--- src/design/robin_hood_hash_table_macros.svh ---
// Assertion macros for the Robin Hood hash table.
// No dependencies.
`ifndef ROBIN_HOOD_HASH_TABLE_MACROS_SVH
`define ROBIN_HOOD_HASH_TABLE_MACROS_SVH
`define RHH_ASSERT_IMPL(lbl, clk, rst, ante, cons, msg) \
   lbl: assert property (@(posedge clk) disable iff (rst) (ante) |-> (cons)) else $error(msg);
`define RHH_ASSERT_NEXT(lbl, clk, rst, ante, cons, msg) \
   lbl: assert property (@(posedge clk) disable iff (rst) (ante) |=> (cons)) else $error(msg);
`endif

--- src/design/rhh_pkg.sv ---
// Package for the Robin Hood hash table: types, constants, key hash.
// No dependencies.
package rhh_pkg;
   localparam int TABLE_SLOTS_DEF = 256;
   localparam logic [7:0] MAX_ENTRIES_RST = 8'd192;
   localparam int QUEUE_DEPTH = 2;

   typedef enum logic [1:0] {
      OP_PUT    = 2'd0,
      OP_GET    = 2'd1,
      OP_REMOVE = 2'd2,
      OP_NOP    = 2'd3
   } op_type;

   typedef struct packed {
      op_type      op;
      logic [63:0] key;
      logic [63:0] value;
      logic [31:0] hash;
   } cmd_type;

   function automatic logic [63:0] hash_stage1(input logic [63:0] k);
      logic [63:0] v;
      v = (~k) + (k << 18);
      v = v ^ (v >> 31);
      return v;
   endfunction

   function automatic logic [31:0] hash_stage2(input logic [63:0] v0);
      logic [63:0] v;
      logic [31:0] h;
      v = (v0 << 4) + v0 + (v0 << 2);
      v = v ^ (v >> 11);
      v = v + (v << 6);
      v = v ^ (v >> 22);
      h = v[31:0];
      if (h[31]) h = (~h) + 32'd1;
      return h;
   endfunction
endpackage

--- src/design/rhh_front.sv ---
// Front end: accepts requests, hashes keys over two stages, queues commands.
// Depends on rhh_pkg.
module rhh_front (
   input  logic             clock,
   input  logic             reset,
   input  logic             req_push,
   output logic             req_full,
   input  logic [1:0]       req_type,
   input  logic [63:0]      req_key,
   input  logic [63:0]      req_value,
   output logic             cmd_valid,
   output rhh_pkg::cmd_type cmd_data,
   input  logic             cmd_take
);
   import rhh_pkg::*;

   logic        s1_valid_ff, s1_valid_in;
   logic [1:0]  s1_type_ff;
   logic [63:0] s1_key_ff, s1_value_ff, s1_mix_ff;
   cmd_type     q_mem_ff [QUEUE_DEPTH];
   logic [$clog2(QUEUE_DEPTH)-1:0] wr_ptr_ff, wr_ptr_in, rd_ptr_ff, rd_ptr_in;
   logic [$clog2(QUEUE_DEPTH):0]   cnt_ff, cnt_in;
   logic        s1_move, q_push, q_pop;
   cmd_type     new_cmd;

   assign q_pop   = cmd_take && (cnt_ff != '0);
   assign s1_move = s1_valid_ff && (cnt_ff < ($clog2(QUEUE_DEPTH)+1)'(QUEUE_DEPTH));
   assign q_push  = s1_move;
   assign req_full = s1_valid_ff && !s1_move;

   always_comb begin
      new_cmd.op    = op_type'(s1_type_ff);
      new_cmd.key   = s1_key_ff;
      new_cmd.value = s1_value_ff;
      new_cmd.hash  = hash_stage2(s1_mix_ff);
      s1_valid_in   = (req_push && !req_full) ? 1'b1 : (s1_move ? 1'b0 : s1_valid_ff);
      wr_ptr_in     = q_push ? wr_ptr_ff + 1'b1 : wr_ptr_ff;
      rd_ptr_in     = q_pop ? rd_ptr_ff + 1'b1 : rd_ptr_ff;
      cnt_in        = cnt_ff + (($clog2(QUEUE_DEPTH)+1)'(q_push))
                      - (($clog2(QUEUE_DEPTH)+1)'(q_pop));
   end

   always_ff @(posedge clock) begin
      if (reset) begin
         s1_valid_ff <= 1'b0;
         wr_ptr_ff   <= '0;
         rd_ptr_ff   <= '0;
         cnt_ff      <= '0;
      end else begin
         s1_valid_ff <= s1_valid_in;
         wr_ptr_ff   <= wr_ptr_in;
         rd_ptr_ff   <= rd_ptr_in;
         cnt_ff      <= cnt_in;
      end
   end

   always_ff @(posedge clock) begin
      if (req_push && !req_full) begin
         s1_type_ff  <= req_type;
         s1_key_ff   <= req_key;
         s1_value_ff <= req_value;
         s1_mix_ff   <= hash_stage1(req_key);
      end
      if (q_push) q_mem_ff[wr_ptr_ff] <= new_cmd;
   end

   assign cmd_valid = (cnt_ff != '0);
   assign cmd_data  = q_mem_ff[rd_ptr_ff];
endmodule

--- config.mk ---
export PLATFORM = sky130hd
export DESIGN_NAME = rhh_front
export DESIGN_NICKNAME = d
export VERILOG_FILES = /design/src/design/robin_hood_hash_table_macros.svh /design/src/design/rhh_pkg.sv /design/src/design/rhh_front.sv
export SDC_FILE = /design/constraint.sdc
export NUM_CORES = 1
export LEC_CHECK = 0
export ABC_AREA = 1
export BUFFER_PORTS_ARGS = -buffer_cell sky130_fd_sc_hd__buf_2
export CAP_MARGIN = 10
export CORE_MARGIN = 4
export CORE_UTILIZATION = 50
export CTS_BUF_LIST = sky130_fd_sc_hd__clkbuf_8
export CTS_CLUSTER_DIAMETER = 120
export DETAILED_ROUTE_END_ITERATION = 10
export HOLD_SLACK_MARGIN = 0.06
export PLACE_DENSITY = 0.78
export SETUP_SLACK_MARGIN = 0.02
export SYNTH_ARGS = -nofsm -noshare
export SYNTH_HDL_FRONTEND = slang
export SYNTH_SLANG_ARGS = --single-unit
--- constraint.sdc ---
create_clock -name clock -period 17.3 [get_ports clock]
set_input_delay 5.19 -clock clock [delete_from_list [all_inputs] [get_ports clock]]
set_output_delay 5.19 -clock clock [all_outputs]
set_load 0.03 [all_outputs]
==> metrics.md <==
| Metric | Value |
|---|---|
| 1st-iter DRT viols | `1544` |
| CTS tree | `built` |
| Synth cell types | `54` |
| CTS Sinks | `about 520` |
| Met3 usage | `3.90%` |
| Main combinational cell family by area after synthesis | `simple AND/OR/NAND/NOR gates` |
| Met1 Usage GRT | `slightly below 30%` |
| Yosys reg bits | `524` |
| Antenna-violating nets left | `0` |
| Post-synthesis net count | `around 3500` |
| GP Congestion | `0.999` |
| Fin. Hold Viols | `0` |
| GR Layer Usage met2 | `41.4%` |
| CTS Hold Buffers Added | `0` |
| Hold Path Class | `reg2reg` |
| Min Tclk post-route | `8.87 ns` |
| Leading area contributor after synthesis | `edfxtp_1` |
| Tcrit/Tclk final | `51.3%` |
| Delay-heaviest family, CP | `buffers and inverters` |
| Most area-consuming cells after synthesis | `edfxtp_1, nand2_1, ha_1` |
| Count leader, synth | `nand2_1` |
| Die X | `260 um` |
| Post-DP HPWL | `approximately 65 mm` |
| Synthesized cell area | `31700 sq um` |
| Final setup margin | `roughly 8.4 ns` |
| Router iterations before antenna repair | `6` |
| Pre-CTS setup slack | `8.30 ns` |
| Total negative slack | `0 ns` |
| H-tree levels | `3` |
| Number of port buffers | `297` |
| Inserted Clock Buffers | `81` |
| All-Layer GR Usage | `23.6%` |
| Worst slew pin tran | `0.966 ns` |
| Max stage delay on crit path | `~0.80 ns` |
| Final setup fails | `0` |
| EDFF count, synth | `around 520` |
| Postcts setup bufs | `0` |
| CTS max path bufs | `3` |
| Gate Count Post-Synth | `about 3100` |
| Post-route clock skew | `between 0.05 and 0.06 ns` |
| Post-Synth Adder-Cell Area | `9.88%` |
| Worst relative slew slack | `35.6%` |
| Share of cell area taken by muxes after synthesis | `5.76%` |
| Setup crit start kind | `register` |
| Worst EP required | `between 10 and 15 ns` |
| Root Driver | `clkbuf_8` |
| Die height | `260 um` |
| Layout cells sized above 1 | `21.1%` |
| Clk slew on worst S/H paths | `0.07 ns` |
| Worst skew pair latency | `slightly below 0.7 ns` |
| Sequential fraction of the synthesis area | `approximately 49%` |
| Yosys warning count | `0` |
| Via density per instance | `5.28` |
| GRT busiest layer | `met2` |
| Largest net degree at the start of global routing | `67` |
| Critical path, cell by cell | `buf_4 > buf_4 > mux2_2 > buf_2` |
| I/O pin count | `298` |
| Fmax | `0.113 GHz` |
| Crit Path Max Fanout | `66` |
| Share of the synthesized area in the top cell type | `49.1%` |
| Primary FF master, synth | `edfxtp_1` |
| Initial antenna violation count | `4` |
| Area Growth Syn to Fin | `12.7%` |
| WS Path Type | `reg2out` |
| GRT overflow | `0` |
| Max_cap viols | `0` |
| Hold WS | `0.429 ns` |
| Status | `completed` |
| NumNets Final | `3834` |
| # rows | `92` |
| Post-synthesis async set-or-reset flop share | `0%` |
| CP endpoint kind | `primary output` |
| Synth Area in Simple Gates | `17.7%` |
| Slowest cell on crit path | `buf_4` |
| Routed vias | `roughly 23000` |
| DRC Markers | `0` |
| RSZ-0062 raised after global routing | `false` |
| Routed Wire Length | `a little over 80 mm` |
| Die area | `67500 sq um` |
| First-pass GRT wire length | `approximately 120 mm` |
| Top cells by count, synth | `nand2_1, edfxtp_1, inv_1` |
| Buf/Inv on CP | `3` |
| Resized Gates After CTS | `0` |
| Post-Synth XOR/XNOR Area | `6.23%` |
| Crit path DAT | `3.68 ns` |
| Initial core utilization | `50.4%` |
| Most common cell on crit path | `buf_4` |
| WL per Instance | `about 18 um` |
| Vias in the first global route | `roughly 23000` |
| Slew Limit Fails | `0` |
| Fillers | `5479` |
| Avg Inst Size Synth | `10.2 sq um` |
| Post-synthesis compound-gate area fraction | `under 10%` |
| Core area | `62900 sq um` |
[layout by cell type (no fill, tap or decap), types with 81 or more instances in the layout]
master,Yosys,final
a21oi_1,162,162
buf_2,1,297
clkbuf_8,0,81
edfxtp_1,518,518
ha_1,151,151
inv_1,397,423
mux2_2,162,162
nand2_1,682,682
nand3_1,161,161
nor2_1,190,187
xnor2_1,92,92
xor2_1,124,124
[sequential cells by signal, summed over array words and instances (netlist names), named ones only]
register / cells
s1_valid_ff: 1
wr_ptr_ff: 1
rd_ptr_ff: 1
s1_key_ff: 64
s1_type_ff: 2
s1_mix_ff: 64
s1_value_ff: 64
cnt_ff: 2
q_mem_ff: 324
[per-layer routing]
metal	part of all wire, %	vias to the layer above
met3	5.7	172
li1	-	11300
met1	41	11000
met4	4.0	0
met2	50	719
met5	0	-
[path summary, 6_finish.rpt]
path | startpoint | end | slack, ns | depth (start not counted)
setup / recovery | register | cmd_data[105] | 8.43 | 4
hold / removal | s1_key_ff[29]$_DFFE_PP_ | q_mem_ff[0][125]$_DFFE_PP_ | 0.43 | 0
setup reg to reg | s1_mix_ff[4]$_DFFE_PP_ | q_mem_ff[1][26]$_DFFE_PP_ | 9.69 | 37
hold reg to reg | s1_key_ff[29]$_DFFE_PP_ | q_mem_ff[0][125]$_DFFE_PP_ | 0.43 | 0
[cell type report]
type	count	area (sq um)	area share, %
clock inverter	60	358	1.00
multi-input combinational	2163	14400	40.3
tap	846	1060	2.96
antenna	4	10.0	0.0280
clock buffer	81	1110	3.12
sequential	524	15700	43.9
timing repair buffer	308	1570	4.39
inverter	409	1540	4.30
[through the flow]
step	util, %	area, sq um	instances
6_report	56.8	35700	4395
5_1_grt	56.8	35700	4394
4_1_cts	56.8	35700	4391
3_5_place_dp	54.5	34200	4250
3_3_place_gp	54.5	34200	4250
2_1_floorplan	-	31700	3120
[cell families (layout without fill, tap and decap cells)]
logic type | after synthesis | in the layout
adder cells (fa/ha/maj) | 213 | 213
buffers and inverters | 433 | 858
other | 0 | 4
XOR/XNOR | 221 | 221
AO/OA/AOI/OAI | 317 | 317
multiplexers | 162 | 162
AND/OR/NAND/NOR | 1250 | 1250
flip-flops | 524 | 524
Power is left out: the tool's default activity adds up to more than one toggle a clock period on the data nets, which glitch-free logic cannot reach.
